`config.mk`:
```
export PLATFORM = sky130hd
export DESIGN_NAME = rbs_prep
export DESIGN_NICKNAME = d
export VERILOG_FILES = /design/src/hw/rtl/rbs_pkg.sv /design/src/hw/rtl/rbs_prep.sv
export SDC_FILE = /design/constraint.sdc
export NUM_CORES = 1
export LEC_CHECK = 0
export ABC_AREA = 1
export BUFFER_PORTS_ARGS = -buffer_cell sky130_fd_sc_hd__buf_2
export CORE_AREA = 2 2 276 278
export DETAILED_ROUTE_END_ITERATION = 7
export DIE_AREA = 0 0 278 280
export PLACE_DENSITY = 0.71
export SLEW_MARGIN = 5
export SYNTH_ARGS = -nofsm -noshare
export SYNTH_HDL_FRONTEND = slang
export SYNTH_SLANG_ARGS = --single-unit
```
`constraint.sdc`:
```
create_clock -name clk -period 4.08 [get_ports clk]
set_clock_uncertainty 0.15 [all_clocks]
set_input_delay 1.02 -clock clk [delete_from_list [all_inputs] [get_ports clk]]
set_output_delay 1.02 -clock clk [all_outputs]
set_load 0.01 [all_outputs]
```
`src/hw/rtl/rbs_pkg.sv`:
```
// Shared constants and types for the ray/box slab intersection unit.
package rbs_pkg;

  localparam int WORD_W       = 32;
  localparam int FRAC_BITS    = 16;
  localparam int SMALL_W      = 17;
  localparam int BIG_W        = 31;
  localparam int AXES         = 3;
  // quotient bits kept below the saturation point, plus one output stage
  localparam int DIV_QBITS    = 33;
  localparam int DIV_LAT      = DIV_QBITS + 1;
  localparam int PADDR_W      = 3;

  localparam logic [SMALL_W-1:0] SMALL_RESET = 17'd66;
  localparam logic [BIG_W-1:0]   BIG_RESET   = 31'h7FFF_FFFF;

  // register select is paddr[2]
  localparam logic REG_SMALL = 1'b0;
  localparam logic REG_BIG   = 1'b1;

  typedef struct packed {
    logic [AXES-1:0] nz;   // axis direction near zero, no division used
    logic            bad;  // origin outside a near-zero slab
  } rbs_side_t;

endpackage

```
`src/hw/rtl/rbs_prep.sv`:
```
// Front stage: slab offsets, magnitudes, signs and near-zero tests.
module rbs_prep (
  input  logic                      clk,
  input  logic                      en,
  input  logic signed [31:0]        org [rbs_pkg::AXES],
  input  logic signed [31:0]        dir [rbs_pkg::AXES],
  input  logic signed [31:0]        lo  [rbs_pkg::AXES],
  input  logic signed [31:0]        hi  [rbs_pkg::AXES],
  input  logic [rbs_pkg::SMALL_W-1:0] small_threshold,
  output logic [31:0]               lo_mag [rbs_pkg::AXES],
  output logic [31:0]               hi_mag [rbs_pkg::AXES],
  output logic [31:0]               den_mag [rbs_pkg::AXES],
  output logic [rbs_pkg::AXES-1:0]  lo_neg,
  output logic [rbs_pkg::AXES-1:0]  hi_neg,
  output rbs_pkg::rbs_side_t        side
);
  logic signed [32:0] dlo [rbs_pkg::AXES];
  logic signed [32:0] dhi [rbs_pkg::AXES];
  logic signed [32:0] sdir [rbs_pkg::AXES];
  logic signed [32:0] ssmall;
  logic [rbs_pkg::AXES-1:0] nz;
  logic [rbs_pkg::AXES-1:0] outside;

  assign ssmall = $signed({{(33-rbs_pkg::SMALL_W){1'b0}}, small_threshold});

  always_comb begin
    for (int a = 0; a < rbs_pkg::AXES; a++) begin
      dlo[a]     = $signed({lo[a][31], lo[a]}) - $signed({org[a][31], org[a]});
      dhi[a]     = $signed({hi[a][31], hi[a]}) - $signed({org[a][31], org[a]});
      sdir[a]    = $signed({dir[a][31], dir[a]});
      nz[a]      = (dir[a] == '0) || ((sdir[a] > -ssmall) && (sdir[a] < ssmall));
      outside[a] = (org[a] < lo[a]) || (org[a] > hi[a]);
    end
  end

  always_ff @(posedge clk) begin
    if (en) begin
      for (int a = 0; a < rbs_pkg::AXES; a++) begin
        lo_mag[a]  <= dlo[a][32] ? 32'(-dlo[a]) : dlo[a][31:0];
        hi_mag[a]  <= dhi[a][32] ? 32'(-dhi[a]) : dhi[a][31:0];
        den_mag[a] <= sdir[a][32] ? 32'(-sdir[a]) : sdir[a][31:0];
        lo_neg[a]  <= dlo[a][32] ^ dir[a][31];
        hi_neg[a]  <= dhi[a][32] ^ dir[a][31];
      end
      side.nz  <= nz;
      side.bad <= |(nz & outside);
    end
  end
endmodule

```
==> impl_metrics.py <==
metrics = {
    "sta": {
        "worst_pin_slew_ps": 676.7,
        "holdWs_ps": 512.1,
        "max_freq_mhz": 258.7,
        "setup_violations": 0,
        "period_minus_slack_ps": 3865,
        "relSlewSlack_pct": 54.77,
        "fin_crit_sh_pct": 94.74,
        "finalHoldViolations": 0,
        "report.final.slew_viol_count": 0,
    },
    "worst_setup_path": {
        "crit_path_start_kind": "input port",
        "cp.arrival_ps": 4060,
        "cp-end-kind": "flip-flop",
        "crit_path_top_delay_cell": "or4_1",
        "criticalPathCategory": "input port to flip-flop",
        "critPathRequiredTime_ps": 4270,
        "critPathLaunch": "small_threshold[0]",
        "path_cells": "buf_2 -> inv_1 -> ha_1 -> inv_1 -> nor2_1 -> nand3_1 -> nor3_1 -> buf_4 -> nand3_1 -> buf_4 -> nor2_4 -> ha_1 -> nand2_1 -> or4_1 -> nor4_2 -> nand3_1 -> nand2_1 -> nand2_1 -> nand3_1 -> nand2_1 -> nand2_1 -> nand3_1",
        "cpPeakStageDelay_ps": 560,
        "crit_family": "simple AND/OR/NAND/NOR gates",
        "path_buf_inv": 5,
        "path_max_fanout": 7,
    },
    "final_layout": {
        "final_common_cell": "nand2_1",
        "drive_gt1_share_pct": 20.37,
        "final_core_util_pct": 57.49,
        "layout_common_cells": "1280 x nand2_1, 796 x inv_1, 699 x buf_2",
        "fin_nets": 6913,
        "syn2layout_area_growth_pct": 25.77,
    },
    "power_and_ir_drop": {
        "power_density_nw_per_um2": 339.5,
        "leakagePower_nw": 22.25,
        "ir_worst_vdd_mv": 0.3185,
    },
    "outcome": {
        "status": "complete, no violations",
    },
    "clocking": {
        "cts_tree": "yes",
        "htree_levels": 2,
        "cts-root-buf": "clkbuf_16",
        "cts_buffers": 36,
        "postCtsHoldBufs": 0,
        "clk_transition_reported_paths_ps": 80,
        "clkSinkCount": 298,
        "max-clock-path-buffers": 3,
    },
    "global_route": {
        "grt_use_total_pct": 36.37,
        "grt_max_degree": 70,
        "antenna_found_initial": 30,
        "overflow": 0,
        "grt_pass1_vias": 35720,
        "grt_pass1_wl_um": 214100,
    },
    "die": {
        "core_area_um2": 75190,
        "dieArea_um2": 77840,
        "fp.dieH_um": 280,
        "rows": 101,
        "initial_core_util_pct": 45.71,
        "die_w_um": 278,
        "ios": 701,
    },
    "placement": {
        "gp_congestion": 1.084,
        "portBuffers": 700,
        "place.detailed.hpwl_um": 127400,
    },
    "worst_hold_path": {
        "hp-start": "dir[32]",
        "min_path_type": "input port to flip-flop",
    },
    "synth": {
        "syn-cell-area_um2": 34370,
        "yosys_warnings": 0,
        "ys_ff_latch": 298,
        "syn_area_per_cell_um2": 6.791,
        "synth-seq-area-share_pct": 26.03,
        "synth.distinct_cells": 63,
        "synth_cells": 5061,
        "syn_nets": 5820,
    },
    "drt": {
        "wl_per_cell_um": 20.48,
        "wl_um": 147100,
        "num_vias": 38530,
        "drt-initial-drc-count": 3622,
        "postRouteAntennaNets": 0,
        "via_per_inst": 5.367,
        "drc": 0,
        "drt_pass1_iterations": 6,
    },
    "run": {
        "drv_cap": 0,
    },
}
## where the power goes
part	switching, mW	total (mW)	internal (mW)
logic	4.38	6.87	2.50
registers	0.226	4.40	4.18
clock network	1.47	3.40	1.93
## sequential cells by signal (all words and copies together) (netlist names)
signal	cells
den_mag	96
lo_mag	96
hi_neg	3
hi_mag	96
side	4
lo_neg	3
## cells in the mapped netlist, drive strengths merged
master,n,area share [%]
nor3,96,1.5
edfxtp,298,26
xor2,258,6.8
o311ai,1,0.025
inv,807,8.8
ha,350,13
nand2b,1,0.018
a31oi,22,0.40
nand2,1292,14
nor2,675,7.6
o211ai,9,0.20
and2,5,0.091
clkbuf,14,0.15
or2,9,0.17
a21oi,288,4.3
a21boi,9,0.21
nand4,111,2.0
a211oi,12,0.26
nand3b,28,0.65
buf,20,0.31
o41ai,1,0.025
o21bai,36,0.87
fa,6,0.35
or3,1,0.018
and3,7,0.13
o21ai,222,3.4
nor3b,9,0.20
nand3,321,4.7
a21o,24,0.52
xnor2,91,2.4
a22oi,2,0.044
nor4,17,0.33
o221ai,1,0.025
o31ai,12,0.26
o31a,1,0.025
o21a,4,0.087
or4,1,0.022
## cell type report
class / instances / area [um2]
antenna: 22 / 55.05
clock buffer: 43 / 948.4
clock inverter: 21 / 224.0
fill: 7326 / 31960
inverter: 807 / 3029
multi-input combinational: 3922 / 22300
sequential: 298 / 8949
tap: 978 / 1224
timing repair buffer: 1089 / 6496
## final timing paths
kind,endpoint,slack [ps],depth (start not counted)
max,side[0],210,22
min,den_mag[32],510,1
## logic make-up after synthesis
family                   Yosys count  share of synthesized area [%]
buffers and inverters            841                          9.272
flip-flops                       298                          26.03
XOR/XNOR                         349                          9.264
AO/OA/AOI/OAI                    644                          10.64
adder cells (fa/ha/maj)          356                          13.09
AND/OR/NAND/NOR                 2573                          31.70
## layer usage
| layer | global-route usage [%] | vias up | part of all wire (%) | wire [um] |
|---|---|---|---|---|
| met2 | 57.48 | 1658 | 44 | 65060 |
| met1 | 47.49 | 17740 | 41 | 60940 |
| met3 | 6.087 | 349 | 8.3 | 12180 |
| met5 | 0 | - | 0.075 | 111 |
| met4 | 19.76 | 18 | 6.0 | 8763 |
| li1 | - | 18770 | - | - |
## timing repair
action | 4_1_cts | 5_1_grt
endpoints found under the setup margin | 0 | 1
gates resized for setup | 0 | 17
setup buffers | 0 | 1
endpoints found under the hold margin | 0 | 0
## through the flow
step | total power, mW | cell area [um2] | setup TNS, ps | instances | worst slack, ps
after floorplan | 8.164 | 34370 | 0 | 5061 | 71.50
after global placement | 11.15 | 41930 | -924.6 | 7093 | -357.4
after detailed placement | 11.17 | 41930 | -2001 | 7093 | -497.4
after CTS | 14.61 | 43100 | 0 | 7157 | 104.4
after global routing | 15.46 | 43210 | -3.661 | 7173 | -3.661
final | 14.67 | 43230 | 0 | 7180 | 214.5
Note: power is estimated with default switching activity, not from simulation.
