[config.mk]
export PLATFORM = sky130hd
export DESIGN_NAME = rbs_div
export DESIGN_NICKNAME = d
export VERILOG_FILES = /design/src/hw/rtl/rbs_pkg.sv /design/src/hw/rtl/rbs_div.sv
export SDC_FILE = /design/constraint.sdc
export NUM_CORES = 2
export LEC_CHECK = 0
export BUFFER_PORTS_ARGS = -buffer_cell sky130_fd_sc_hd__buf_2
export CAP_MARGIN = 15
export CORE_UTILIZATION = 65
export DETAILED_ROUTE_END_ITERATION = 8
export PLACE_DENSITY = 0.81
export SLEW_MARGIN = 10
export SYNTH_ARGS = -nofsm -noshare
export SYNTH_HDL_FRONTEND = slang
export SYNTH_MEMORY_MAX_BITS = 65536
export SYNTH_SLANG_ARGS = --single-unit
[constraint.sdc]
create_clock -name clk -period 6.2 [get_ports clk]
set_input_delay 0.62 -clock clk [delete_from_list [all_inputs] [get_ports clk]]
set_output_delay 0.62 -clock clk [all_outputs]
set_load 0.01 [all_outputs]
[src/hw/rtl/rbs_pkg.sv]
// Shared constants and types for the ray/box slab intersection unit.
package rbs_pkg;

  localparam int WORD_W       = 32;
  localparam int FRAC_BITS    = 16;
  localparam int SMALL_W      = 17;
  localparam int BIG_W        = 31;
  localparam int AXES         = 3;
  // quotient bits kept below the saturation point, plus one output stage
  localparam int DIV_QBITS    = 33;
  localparam int DIV_LAT      = DIV_QBITS + 1;
  localparam int PADDR_W      = 3;

  localparam logic [SMALL_W-1:0] SMALL_RESET = 17'd66;
  localparam logic [BIG_W-1:0]   BIG_RESET   = 31'h7FFF_FFFF;

  // register select is paddr[2]
  localparam logic REG_SMALL = 1'b0;
  localparam logic REG_BIG   = 1'b1;

  typedef struct packed {
    logic [AXES-1:0] nz;   // axis direction near zero, no division used
    logic            bad;  // origin outside a near-zero slab
  } rbs_side_t;

endpackage

[src/hw/rtl/rbs_div.sv]
// Pipelined restoring divider, one quotient bit per stage, saturating Q16.16 result.
module rbs_div (
  input  logic               clk,
  input  logic               en,
  input  logic [31:0]        num_mag,   // |corner - origin|, scaled by 2^16 inside
  input  logic [31:0]        den_mag,
  input  logic               neg,
  output logic signed [31:0] quot
);
  localparam int QB = rbs_pkg::DIV_QBITS;
  localparam int FB = rbs_pkg::FRAC_BITS;

  logic [31:0]   rem_q [QB];
  logic [31:0]   num_q [QB];
  logic [31:0]   den_q [QB];
  logic [QB-1:0] quo_q [QB];
  logic [QB-1:0] ovf_q;
  logic [QB-1:0] neg_q;
  logic [QB-1:0] mag;

  for (genvar k = 0; k < QB; k++) begin : g_step
    localparam int B = QB - 1 - k;
    logic [31:0]   rem_in, num_in, den_in;
    logic [QB-1:0] quo_in;
    logic          ovf_in, neg_in, bit_in, ge;
    logic [32:0]   trial;

    if (k == 0) begin : g_first
      assign rem_in = {{(FB+1){1'b0}}, num_mag[31:FB+1]};
      assign num_in = num_mag;
      assign den_in = den_mag;
      assign quo_in = '0;
      // quotient would need more than QB bits
      assign ovf_in = {{(FB+1){1'b0}}, num_mag[31:FB+1]} >= den_mag;
      assign neg_in = neg;
    end else begin : g_next
      assign rem_in = rem_q[k-1];
      assign num_in = num_q[k-1];
      assign den_in = den_q[k-1];
      assign quo_in = quo_q[k-1];
      assign ovf_in = ovf_q[k-1];
      assign neg_in = neg_q[k-1];
    end

    if (B >= FB) begin : g_bit
      assign bit_in = num_in[B-FB];
    end else begin : g_zero
      assign bit_in = 1'b0;
    end

    assign trial = {rem_in, bit_in};
    assign ge    = trial >= {1'b0, den_in};

    always_ff @(posedge clk) begin
      if (en) begin
        rem_q[k] <= ge ? 32'(trial - {1'b0, den_in}) : trial[31:0];
        num_q[k] <= num_in;
        den_q[k] <= den_in;
        quo_q[k] <= {quo_in[QB-2:0], ge};
        ovf_q[k] <= ovf_in;
        neg_q[k] <= neg_in;
      end
    end
  end

  assign mag = quo_q[QB-1];

  always_ff @(posedge clk) begin
    if (en) begin
      if (neg_q[QB-1]) begin
        if (ovf_q[QB-1] || (mag > 33'h0_8000_0000)) quot <= 32'sh8000_0000;
        else                                        quot <= 32'(-$signed({1'b0, mag}));
      end else begin
        if (ovf_q[QB-1] || (mag > 33'h0_7FFF_FFFF)) quot <= 32'sh7FFF_FFFF;
        else                                        quot <= mag[31:0];
      end
    end
  end
endmodule

==> results.txt <==
* Run status: completed
- In this design, the largest share of critical-path delay is due to simple AND/OR/NAND/NOR gates.
* GRT Residual Overflow: 0
* Metal1 wirelength: 146000 um
- The clock arrives with a little under 100 ps of skew.
- The floorplan step set the die height to approximately 480 um.
- Yosys printed 0 warnings.
- Of all nets on the critical path, the largest fanout is 28.
- Leakage component of the power: 67.5 nW
* Maximum number of pins on one net before global-route repair: around 180
- Total number of H-tree levels: 5
* Final count of hold timing violations: 0
* Type of the most critical hold path: in -> reg
* Slew at the pin with the worst max-slew slack: 1070 ps
* Number of sinks handled by clock tree synthesis: about 2800
* Synthesized area per cell: approximately 12 um^2
- The first global-routing pass estimated 548000 um of wire.
* Synthesis-to-finish area growth: 9.76%
- The routed design could run at a clock period as short as roughly 5000 ps.
- The routed design has ~350000 um of wire.
* R2R depth: 14
- Vias in the first global route: around 100000
* Routed length on met3: around 25000 um
* Filler Cell Count: between 15000 and 20000
* Synth top cells by count: edfxtp_1, inv_1, ha_1
- Mapped Cells: roughly 13000
* Cell Pwr Density: about 530 mW/mm^2
- The floorplan step defined a die boundary enclosing 0.235 mm^2.
- The count of buffers added on input and output ports is 98.
- Clock latency on the worst-skew pair, taken at its later pin, is 980 ps.
- The HPWL after detailed placement is between 200000 and 300000 um.
- Worst endpoint data arrival time: between 5000 and 6000 ps
* Via count: 102000
- GRT Overall Usage: 29.6%
- The initial utilization of the core area, before any placement, comes to 65.6%.
- In the final routed layout, each cell accounts on average for around 21 um.
- The worst setup path is captured at a register.
* Total area of sequential cells: ~0.085 mm^2
- Maximum clock path buffer count: 4
- After floorplanning, the core was sized to cover between 0.2 and 0.25 mm^2.
* Count of buffers added by post-CTS timing repair for setup: 0
* Floorplan row count: 176
- Critical path start-end classification: reg -> reg
* Wire length on met2: ~170000 um
- In this run, the number of DRC markers left after iteration 0 of detailed routing was between 10000 and 15000.
* Critical path buffers and inverters: 3
- GP Congestion: between 0.9 and 1
- Max-cap violations in this run came to 0.
- Flip-flop cell with the highest count after synthesis: edfxtp_1
- Synth top area share: 56.4%
- Cell-by-cell listing of the critical path: inv_1 > ha_1 > or3b_2 > nor3_1 > nand4_1 > or3_1 > or3_1 > or3_1 > o21ai_1 > nand2_1 > buf_4 > inv_2 > nand2_2 > o311ai_0
* Relative slew margins: ~28%
- Unrepaired setup endpoints after global routing: false
- Top area cells in the synthesized netlist: edfxtp_1, ha_1, a21oi_1, inv_1, o21ai_0
- Number of placed I/O pins: approximately 100
- Counting buffers and inverters, the worst setup path is 14 cells deep.
- Share of cells above drive strength 1: between 8 and 9%
* Highest metal layer used by the detailed router: met5
- Die X: about 480 um
- Fin nets: roughly 14000
- IR analysis of the VDD net gives a maximum drop of approximately 0.35 mV.
- Number of nets with antenna violations after detailed routing: 0
- Crit start category: register
* Data required time of the worst path: 6870 ps
* Final setup violation count: 0
* Sequential cell area fraction in the yosys report: 56.4%
- CTS tree: done
- The cell sitting at the root of the clock tree is a clkbuf_16.
* Total iterations of the first detailed-routing run: 8
- Multi-input gate area: ~0.060 mm^2
- Dividing the final minimum period by the clock period gives 80.3%.
- Synthesized cell area: between 0.15 and 0.2 mm^2
* Hold Path Stages: 3
- Mapped Nets: roughly 14000
- DRC: 0
- The number of clock buffers added by TritonCTS is 311.
- Clock-pin slew was measured on the worst setup and hold paths at ~60 ps.
* Number of synthesized flops with an enable pin: ~2800
- The largest single stage delay on the critical path is ~600 ps.
- Number of vias per cell: just over 6
* Distinct cell type count of the synthesized netlist: 90
* Highest clock rate: 0.201 GHz
* Most instantiated library cell after synthesis: edfxtp_1
- The slowest stage of the critical path is the o311ai_0 cell.
- Synth area leader: edfxtp_1
* Most prevalent standard cell on the critical path: or3_1
- Counting flops with an async set or reset pin after synthesis yields a share of 0%.
- Final standard cell count with taps included and fillers excluded: 16500
- In this run, placement finished with an instance count of 15900.
- The number of antenna violations at the first check in global routing was 16.
- The count of pins over their slew limit was 0.
* Number of flip-flops and latches in the synthesized netlist: approximately 2800
- Sum Neg Setup Slack: 0 ps
power breakdown:
group	leakage, nW	switching [mW]	internal (mW)
Combinational	34.9	21.7	16.5
Clock	4.81	7.44	10.7
Sequential	27.8	3.18	28.0
path summary, 6_finish.rpt:
path	endpoint	slack [ps]	from
worst max register to register	quot[12]	1220	quo_q[1][0]
worst min register to register	quo_q[0][607]	320	quo_q[0][573]
worst min-delay path	rem_q[0][2]	50	num_mag[18]
worst max-delay path	quot[12]	1220	quo_q[1][0]
cells by family after synthesis:
logic type	after synthesis	synth area share (%)
XOR/XNOR	858	4.96
flip-flops	2843	56.4
multiplexers	410	3.02
buffers and inverters	1616	4.01
AO/OA/AOI/OAI	3358	13.8
AND/OR/NAND/NOR	2768	8.70
adder cells (fa/ha/maj)	1088	9.15
cell type report:
cell class	count	share of cell area, %
diodes	9	0.0136
clock buffers	359	4.86
clock inverters	167	1.08
inverters	1321	2.98
multi-input cells	8482	36.2
flip-flops and latches	2843	51.4
well taps	3026	2.28
repair buffers	248	1.20
worst register-to-register path: cells and delay by family, from the launching register on:
family,cells,cell delay [ps]
DFF,1,470
AOI/OAI and AO/OA,2,880
buffers and inverters,3,490
and+or+nand+nor,8,2690
adders and majority gates,1,180
registers in the layout, indices dropped and copies added, names as in the netlist:
name / flops
neg_q: 1
quot: 32
den_q: 1024
g_step.ovf_in: 32
g_step.neg_in: 32
quo_q: 561
num_q: 136
ovf_q: 1
rem_q: 1024
routing by layer:
layer	up-vias	track usage [%]
met5	-	0
met4	12	10.5
met3	831	4.64
met2	3834	49.2
met1	49100	39.7
li1	48100	-
timing repair:
| item | CTS | global route |
|---|---|---|
| gates resized for setup | 0 | 0 |
| hold buffers | 60 | 0 |
| endpoints found under the setup margin | 0 | 0 |
| hold endpoints to repair | 61 | 0 |
stage by stage:
step	util [%]	hold WS (ps)	total power, mW	worst slack, ps	cell area, um^2
after global placement	67.4	400	67.5	1400	156000
final	72.0	53.7	87.5	1220	166000
after CTS	72.0	4.61	87.2	1140	166000
after global routing	72.0	15.9	92.8	860	166000
after detailed placement	67.5	405	68.7	1190	156000
after floorplan	-	400	58.8	2100	151000
cell usage in the layout (no fill, tap or decap), drive strengths merged, types with 34 or more instances in the layout:
master	count
nand4	144
or3	60
a31oi	102
a21oi	1010
dlygate4sd3	60
nand2	919
xor2	365
bufinv	34
xnor2	493
o31ai	79
mux2	375
nor2b	156
nand2b	158
o311ai	37
o21bai	119
nor4	43
and2	41
or2	41
mux2i	35
a21o	474
inv	1332
clkinv	109
ha	1056
nor3	150
edfxtp	2843
o211ai	41
a211oi	90
nand3	208
buf	188
a21boi	40
o21ai	901
clkbuf	359
o21a	125
and3	106
nor2	650
(Power assumes the default switching activity.)
