### src/hw/rtl/rbs_pkg.sv
// Shared constants and types for the ray/box slab intersection unit.
package rbs_pkg;

  localparam int WORD_W       = 32;
  localparam int FRAC_BITS    = 16;
  localparam int SMALL_W      = 17;
  localparam int BIG_W        = 31;
  localparam int AXES         = 3;
  // quotient bits kept below the saturation point, plus one output stage
  localparam int DIV_QBITS    = 33;
  localparam int DIV_LAT      = DIV_QBITS + 1;
  localparam int PADDR_W      = 3;

  localparam logic [SMALL_W-1:0] SMALL_RESET = 17'd66;
  localparam logic [BIG_W-1:0]   BIG_RESET   = 31'h7FFF_FFFF;

  // register select is paddr[2]
  localparam logic REG_SMALL = 1'b0;
  localparam logic REG_BIG   = 1'b1;

  typedef struct packed {
    logic [AXES-1:0] nz;   // axis direction near zero, no division used
    logic            bad;  // origin outside a near-zero slab
  } rbs_side_t;

endpackage

### src/hw/rtl/rbs_cfg.sv
// APB configuration registers.
module rbs_cfg (
  input  logic                              clk,
  input  logic                              rst,
  input  logic                              psel,
  input  logic                              penable,
  input  logic                              pwrite,
  input  logic [rbs_pkg::PADDR_W-1:0]       paddr,
  input  logic [31:0]                       pwdata,
  output logic [31:0]                       prdata,
  output logic                              pready,
  output logic [rbs_pkg::SMALL_W-1:0]       small_threshold,
  output logic [rbs_pkg::BIG_W-1:0]         big_init
);
  logic wr;

  assign pready = 1'b1;
  assign wr     = psel && penable && pwrite;

  always_ff @(posedge clk) begin
    if (rst) begin
      small_threshold <= rbs_pkg::SMALL_RESET;
      big_init        <= rbs_pkg::BIG_RESET;
    end else if (wr) begin
      unique case (paddr[2])
        rbs_pkg::REG_SMALL: small_threshold <= pwdata[rbs_pkg::SMALL_W-1:0];
        rbs_pkg::REG_BIG:   big_init        <= pwdata[rbs_pkg::BIG_W-1:0];
        default: ;
      endcase
    end
  end

  always_comb begin
    unique case (paddr[2])
      rbs_pkg::REG_SMALL: prdata = {{(32-rbs_pkg::SMALL_W){1'b0}}, small_threshold};
      rbs_pkg::REG_BIG:   prdata = {{(32-rbs_pkg::BIG_W){1'b0}}, big_init};
      default:            prdata = '0;
    endcase
  end
endmodule

### config.mk
export PLATFORM = sky130hd
export DESIGN_NAME = rbs_cfg
export DESIGN_NICKNAME = d
export VERILOG_FILES = /design/src/hw/rtl/rbs_pkg.sv /design/src/hw/rtl/rbs_cfg.sv
export SDC_FILE = /design/constraint.sdc
export NUM_CORES = 1
export LEC_CHECK = 0
export ABC_AREA = 1
export BUFFER_PORTS_ARGS = -buffer_cell sky130_fd_sc_hd__buf_2
export CORE_MARGIN = 1.5
export CORE_UTILIZATION = 44
export DETAILED_ROUTE_END_ITERATION = 8
export PLACE_DENSITY_LB_ADDON = 0.1
export SLEW_MARGIN = 0
export SYNTH_ARGS = -nofsm -noshare
export SYNTH_HDL_FRONTEND = slang
export SYNTH_SLANG_ARGS = --single-unit
### constraint.sdc
create_clock -name clk -period 1 [get_ports clk]
set_input_delay 0.1 -clock clk [delete_from_list [all_inputs] [get_ports clk]]
set_output_delay 0.1 -clock clk [all_outputs]
set_load 0.05 [all_outputs]
==> run metrics, run 1 <==
outcome=complete, but fails checks; failing checks=setup timing; Max VDD drop=940 uV; Final Wtd Congestion=0.811; Internal=3010 uW; most frequent cells in the layout=nand2_1, buf_4, nand3_1, dfxtp_2, nand2_2; Setup CP Type=reg2out; Sw Pwr=1650 uW; Avg WL per Cell=12.6 um; IO Port Bufs=115; Rows=25; Synth Register Bits=48; # nets final=496; DP Cell Count=511; PwrDens=1290 mW/mm2; Pre-antenna DRT Iters=4; drt initial violations=86; DP HPWL=4.21 mm; Clock Skew=0 ns; unrepaired setup endpoints after global routing=yes; vias=2450; Finished Core Util=0.756; total wire length=6.61 mm; All-Layer GR Usage=0.237; Max Clock Freq=0.947 GHz; drt drc=0; CTS Buf Count=5; Mapped Cells=335; TritonCTS clock tree=yes; initial core utilization=0.463; sequential share of power=0.441; final-report setup violation count=30; total congestion overflow=0; clock slew at reported path FFs=0.08 ns; largest net degree at the start of global routing=32; die width=74.0 um; share of cells above drive strength 1=0.522; syn_nets=375; # diodes=0; Clock Tree Root=clkbuf_8; I/O pin cnt=121; Area Growth Syn to Fin=63.2%; post-detailed-route via-to-cell ratio=4.68; post-route minimum period=1.06 ns; CP Capture Type=primary output; Max Cap Viol=0; clk sinks=48; initial antenna violation count=0; first-pass GRT wire length=9.87 mm; # fillers=394; Hold Fails Final Rpt=0; worst min path class=in2reg; Net Sw Frac=0.354; Final Worst Setup Slack=-0.0562 ns; Leak Pwr=0.00191 uW; Post-DP Area=0.00302 mm2; register area share after synthesis=0.433; post-route ant nets=0; critical path arrival=0.96 ns; CP startpoint kind=flip-flop; CTS H-tree lvls=2; final cell count without fillers=523; Die H=74.0 um; Yosys top cell area share=0.433; Clock power frac=0.237; Synth area leaders=dfxtp_1, nand2_1, nand3_1; core area=0.00479 mm2; Synth cell types=14; critical path peak fanout=3; Syn Std Cell Area=0.00222 mm2; Pins Over Slew Limit=0; Final period util=1.06; synth warn=0; vias in the first global route=2151; Logic pwr share=0.323; commonest non-fill, non-tap cell in the layout=nand2_1; fin area=0.00362 mm2; area of the die=0.00547 mm2; Crit path required time=0.90 ns; Worst-Skew Late Latency=0.30 ns; Syn Area/Cell=6.62 um2; Longest Clk Path Bufs=2; area leader, netlist=dfxtp_1
[path summary, 6_finish.rpt]
kind | cells past startpoint | slack (ns) | to | startpoint
min reg2reg | 2 | 0.47 | big_init[18]$_SDFFE_PP1P_ | big_init[18]$_SDFFE_PP1P_
min | 3 | 0.006 | big_init[18]$_SDFFE_PP1P_ | pwdata[18]
max reg2reg | 3 | 0.29 | small_threshold[6]$_SDFFE_PP1P_ | small_threshold[6]$_SDFFE_PP1P_
max | 3 | -0.06 | prdata[1] | small_threshold[1]$_SDFFE_PP1P_
[repair_timing]
item	in CTS	in global routing
buffers inserted	1	0
gates cloned	0	0
pin swaps	21	7
resized for setup	135	33
hold buffers	4	0
endpoints found under the hold margin	4	0
setup endpoints to repair	79	37
[registers in the layout, indices dropped and copies added (netlist names)]
register	cells
small_threshold	17
big_init	31
[worst max-delay path: stages (launching register included)]
cell and delay [ns]:
dfxtp_2 0.36, nand2_2 0.06, nand2_2 0.08, buf_8 0.15
[routing by layer]
| metal | share of wire | global-route usage |
|---|---|---|
| met3 | 0.074 | 0.0678 |
| met5 | 0 | 0 |
| met4 | 0.010 | 0.0802 |
| met1 | 0.40 | 0.264 |
| met2 | 0.52 | 0.431 |
[through the flow]
step	hold slack [ns]	TNS (ns)	setup WS (ns)	power, uW
2_1_floorplan	0.226	-0.00969	-0.00969	2990
3_3_place_gp	0.311	-0.603	-0.0243	3300
3_5_place_dp	0.319	-0.923	-0.0457	3310
4_1_cts	0.00163	-1.03	-0.0448	4650
5_1_grt	0.00136	-2.32	-0.112	4850
6_report	0.00570	-0.886	-0.0562	4660
[final cells by class]
class | instances | area, um2 | share of cell area
Timing Repair Buffer | 136 | 1230 | 0.341
Multi-Input combinational cell | 233 | 1080 | 0.298
Sequential cell | 48 | 1030 | 0.284
Inverter | 32 | 120 | 0.0332
Tap cell | 67 | 83.8 | 0.0232
Clock buffer | 6 | 72.6 | 0.0201
Clock inverter | 1 | 5.00 | 0.00138
[cell usage after synthesis]
library cell / number
nand2_1: 148
dfxtp_1: 48
nand3_1: 48
inv_1: 31
nor2_1: 30
buf_6: 8
buf_2: 6
buf_4: 4
clkbuf_1: 4
nor2_4: 3
conb_1: 2
inv_2: 1
nand2_4: 1
nand3_2: 1
[cell families (layout without fill, tap and decap cells)]
kind of cell | count (synthesis) | count (layout) | share of synthesized area
buffers and inverters | 54 | 175 | 0.129
DFF | 48 | 48 | 0.433
other | 2 | 2 | 0.00339
and+or+nand+nor | 231 | 231 | 0.435
[power groups by stage]
stage	logic, uW	clock network (uW)	registers, uW
floorplan	670	0	2320
global placement	1220	0	2090
detailed placement	1230	0	2090
CTS	1460	1140	2050
global route	1580	1200	2060
finish	1500	1100	2050
Power figures use the tool's default switching activity.
==> inputs of run 2 (changes only) <==
--- a/config.mk
+++ b/config.mk
@@ -8,7 +8,7 @@
 export ABC_AREA = 1
 export BUFFER_PORTS_ARGS = -buffer_cell sky130_fd_sc_hd__buf_2
 export CORE_MARGIN = 1.5
-export CORE_UTILIZATION = 44
+export CORE_UTILIZATION = 25
 export DETAILED_ROUTE_END_ITERATION = 8
 export PLACE_DENSITY_LB_ADDON = 0.1
 export SLEW_MARGIN = 0
==> run metrics, run 2 (synthesis gave the netlist of run 1 again) <==
Final Worst Setup Slack=-0.0419 ns; TNS Setup=-0.494 ns; All-Layer GR Usage=0.147; Final Wtd Congestion=0.735; Hold Fails Final Rpt=0; Post-DP Area=0.00304 mm2; fin area=0.00373 mm2; initial antenna violation count=1; total wire length=6.91 mm; CTS Buf Count=5; Final period util=1.04; Area Growth Syn to Fin=68.2%; initial core utilization=0.257; CTS H-tree lvls=2; commonest non-fill, non-tap cell in the layout=nand2_1; Avg WL per Cell=12.2 um; depth of the worst register-to-register path=3; Clock Tree Root=clkbuf_8; max FFs per register=31; hold path depth=3; Finished Core Util=0.432; Crit path required time=0.90 ns; IO Port Bufs=115; Longest Clk Path Bufs=2; Die H=97.2 um; # nets final=496; I/O pin cnt=121; largest net degree at the start of global routing=32; failing checks=setup timing; Reg-to-Reg Start=big_init[24]$_SDFFE_PP1P_; share of cells above drive strength 1=0.556; core area=0.00864 mm2; PwrDens=1330 mW/mm2; final-report setup violation count=23; vias in the first global route=2305; critical path peak fanout=3; area of the die=0.00944 mm2; Worst-Skew Late Latency=0.29 ns; final cell count without fillers=565; die width=97.2 um; clock slew at reported path FFs=0.09 ns; total congestion overflow=0; Clock Skew=0 ns; # diodes=0; flop2flop setup slack=0.28 ns; post-route ant nets=0; CP Capture Type=primary output; hold_sp=pwdata[19]; # fillers=915; critical path arrival=0.94 ns; drt initial violations=60; unrepaired setup endpoints after global routing=yes; vias=2400; Rows=34; WHS=0.0154 ns; Leak Pwr=0.00192 uW; hold path endpoint=big_init[19]$_SDFFE_PP1P_; worst min path class=in2reg; Max Clock Freq=0.960 GHz; drt drc=0; Reg with most FFs=big_init; clk sinks=48; most frequent cells in the layout=nand2_1, buf_4, nand2_2, nand3_1, dfxtp_2; post-detailed-route via-to-cell ratio=4.25; Max Cap Viol=0; Pins Over Slew Limit=0; endpoint of the worst-slack reg-to-reg timing path=big_init[24]$_SDFFE_PP1P_; top flop regs=big_init (31), small_threshold (17); Pre-antenna DRT Iters=4; Setup CP Type=reg2out; first-pass GRT wire length=11.4 mm; DP HPWL=4.64 mm; post-route minimum period=1.04 ns; TritonCTS clock tree=yes; outcome=complete, but fails checks; DP Cell Count=553; Max VDD drop=601 uV; CP startpoint kind=flip-flop
run 2: repair_timing:
item | in CTS | in global routing
resized for setup | 133 | 61
pin swaps | 20 | 16
hold buffers | 1 | 1
buffers inserted | 1 | 1
setup endpoints to repair | 79 | 40
hold endpoints to repair | 1 | 1
run 2: how the worst max path moves through the flow:
| stage | startpoint | endpoint | slack (ns) | depth (start not counted) |
|---|---|---|---|---|
| final | small_threshold[4]$_SDFFE_PP0P_ | prdata[4] | -0.04 | 3 |
| after CTS | big_init[0]$_SDFFE_PP1P_ | prdata[0] | -0.05 | 3 |
| after global placement | paddr[2] | big_init[4]$_SDFFE_PP1P_ | -0.04 | 7 |
| after floorplan | paddr[2] | prdata[0] | -0.01 | 5 |
| after detailed placement | psel | big_init[26]$_SDFFE_PP1P_ | -0.06 | 6 |
| after global routing | big_init[9]$_SDFFE_PP1P_ | prdata[9] | -0.10 | 3 |
run 2: power breakdown:
group	leakage [uW]	switching [uW]	internal, uW
registers	0.000386	65.1	1980
clock network	0.0000552	649	743
logic	0.00148	966	549
total	0.00192	1680	3270
run 2: worst max-delay path, stage by stage, from the launching register on:
cell and delay (ns):
dfxtp_2 0.37, nand2_2 0.06, nand2_2 0.08, buf_8 0.14
run 2: area by class of cell:
class,count,area [um2],area share
Timing Repair Buffer,136,1220,0.328
Multi-Input combinational cell,233,1100,0.296
Sequential cell,48,1040,0.279
Tap cell,108,135,0.0362
Inverter,32,120,0.0322
Clock buffer,6,72.6,0.0195
Clock inverter,2,35.0,0.00940
run 2: stage by stage:
step	power, uW	worst slack [ns]
2_1_floorplan	2990	-0.00969
3_3_place_gp	3320	-0.0429
3_5_place_dp	3320	-0.0620
4_1_cts	4970	-0.0549
5_1_grt	5210	-0.104
6_report	4950	-0.0419
run 2: metal layers:
| metal | GRT usage | vias to the layer above | part of all wire |
|---|---|---|---|
| li1 | - | 1243 | - |
| met1 | 0.193 | 1077 | 0.47 |
| met2 | 0.243 | 71 | 0.46 |
| met3 | 0.0374 | 7 | 0.060 |
| met4 | 0.0334 | 2 | 0.0093 |
| met5 | 0 | - | 0.0014 |
==> inputs of run 3 (changes only) <==
==> constraint.sdc (replaced) <==
create_clock -name clk -period 1.3 [get_ports clk]
set_input_delay 0.13 -clock clk [delete_from_list [all_inputs] [get_ports clk]]
set_output_delay 0.13 -clock clk [all_outputs]
set_load 0.05 [all_outputs]
==> run metrics, run 3 (synthesis gave the netlist of run 1 again) <==
outcome=completed; Hold Fails Final Rpt=0; initial antenna violation count=0; total wire length=6.40 mm; Area Growth Syn to Fin=35.8%; first-pass GRT wire length=10.6 mm; Reg with most FFs=big_init; vias in the first global route=2084; core area=0.00864 mm2; Max Clock Freq=0.833 GHz; share of cells above drive strength 1=0.313; largest net degree at the start of global routing=49; CTS Buf Count=5; Avg WL per Cell=11.5 um; Post-DP Area=0.00288 mm2; Finished Core Util=0.349; DP Cell Count=547; CP startpoint kind=flip-flop; Longest Clk Path Bufs=2; worst min path class=in2reg; max FFs per register=31; CTS H-tree lvls=2; final-report setup violation count=0; post-route ant nets=0; DP HPWL=4.51 mm; Die H=97.2 um; drt initial violations=46; initial core utilization=0.257; clock slew at reported path FFs=0.09 ns; Logic pwr share=0.248; WHS=0.0404 ns; # diodes=0; Clock Skew=0 ns; post-detailed-route via-to-cell ratio=4.16; Worst-Skew Late Latency=0.30 ns; sequential share of power=0.428; critical path arrival=1.07 ns; All-Layer GR Usage=0.138; Net Sw Frac=0.336; Leak Pwr=0.00172 uW; Clock Tree Root=clkbuf_8; top flop regs=big_init (31), small_threshold (17); I/O pin cnt=121; IO Port Bufs=115; Max VDD drop=517 uV; Clock power frac=0.325; Pins Over Slew Limit=0; commonest non-fill, non-tap cell in the layout=nand2_1; CTS Hold Bufs=0; post-route minimum period=1.20 ns; Crit path required time=1.17 ns; Max Cap Viol=0; Rows=34; vias=2307; die width=97.2 um; # nets final=486; Final period util=0.924; critical path peak fanout=3; total congestion overflow=0; CP Capture Type=primary output; PwrDens=1210 mW/mm2; Pre-antenna DRT Iters=4; TNS Setup=0 ns; Setup CP Type=reg2out; Sw Pwr=1230 uW; area of the die=0.00944 mm2; fin area=0.00301 mm2; final cell count without fillers=555; Final Wtd Congestion=0.685; TritonCTS clock tree=yes; clk sinks=48; drt drc=0; most frequent cells in the layout=nand2_1, buf_2, nand3_1, dfxtp_1, inv_1; unrepaired setup endpoints after global routing=no; Internal=2420 uW
==> run 3: area by class of cell <==
class,instances,area [um2]
Clock buffer,7,96.3
Clock inverter,1,30.0
Fill cell,981,5620
Inverter,32,120
Multi-Input combinational cell,233,971
Sequential cell,48,961
Tap cell,108,135
Timing Repair Buffer,126,698
==> run 3: worst paths after layout <==
path | startpoint | endpoint | slack [ns] | cells past startpoint
max reg2reg | small_threshold[8]$_SDFFE_PP0P_ | small_threshold[8]$_SDFFE_PP0P_ | 0.70 | 2
min | pwdata[24] | big_init[24]$_SDFFE_PP1P_ | 0.04 | 3
min reg2reg | big_init[17]$_SDFFE_PP1P_ | big_init[17]$_SDFFE_PP1P_ | 0.48 | 2
max | small_threshold[10]$_SDFFE_PP0P_ | prdata[10] | 0.1 | 3
==> run 3: stage by stage <==
stage | setup WS [ns] | power (uW)
6_report | 0.0991 | 3650
2_1_floorplan | 0.0909 | 2270
3_3_place_gp | 0.206 | 2510
5_1_grt | 0.0114 | 3850
4_1_cts | 0.0843 | 3720
3_5_place_dp | 0.199 | 2510
==> run 3: power by group through the flow <==
stage	logic (uW)	registers (uW)	clock network, uW
after global placement	913	1600	0
after CTS	916	1560	1240
final	905	1560	1190
after global routing	975	1570	1300
after detailed placement	915	1600	0
after floorplan	500	1770	0
==> run 3: critical path: stages, from the launching register on <==
cell and delay (ns):
dfxtp_1 0.37, nand2_1 0.08, nand2_1 0.07, buf_2 0.26
==> run 3: what timing repair did <==
item,4_1_cts,5_1_grt
setup endpoints to repair,0,1
buffers inserted,0,0
gates resized for setup,0,1
==> run 3: routing by layer <==
metal | up-vias | global-route usage | routed length, um
met5 | - | 0 | 0
met4 | 0 | 0.0301 | 26
met3 | 4 | 0.0281 | 415
met2 | 83 | 0.218 | 2840
met1 | 999 | 0.193 | 3110
li1 | 1221 | - | -
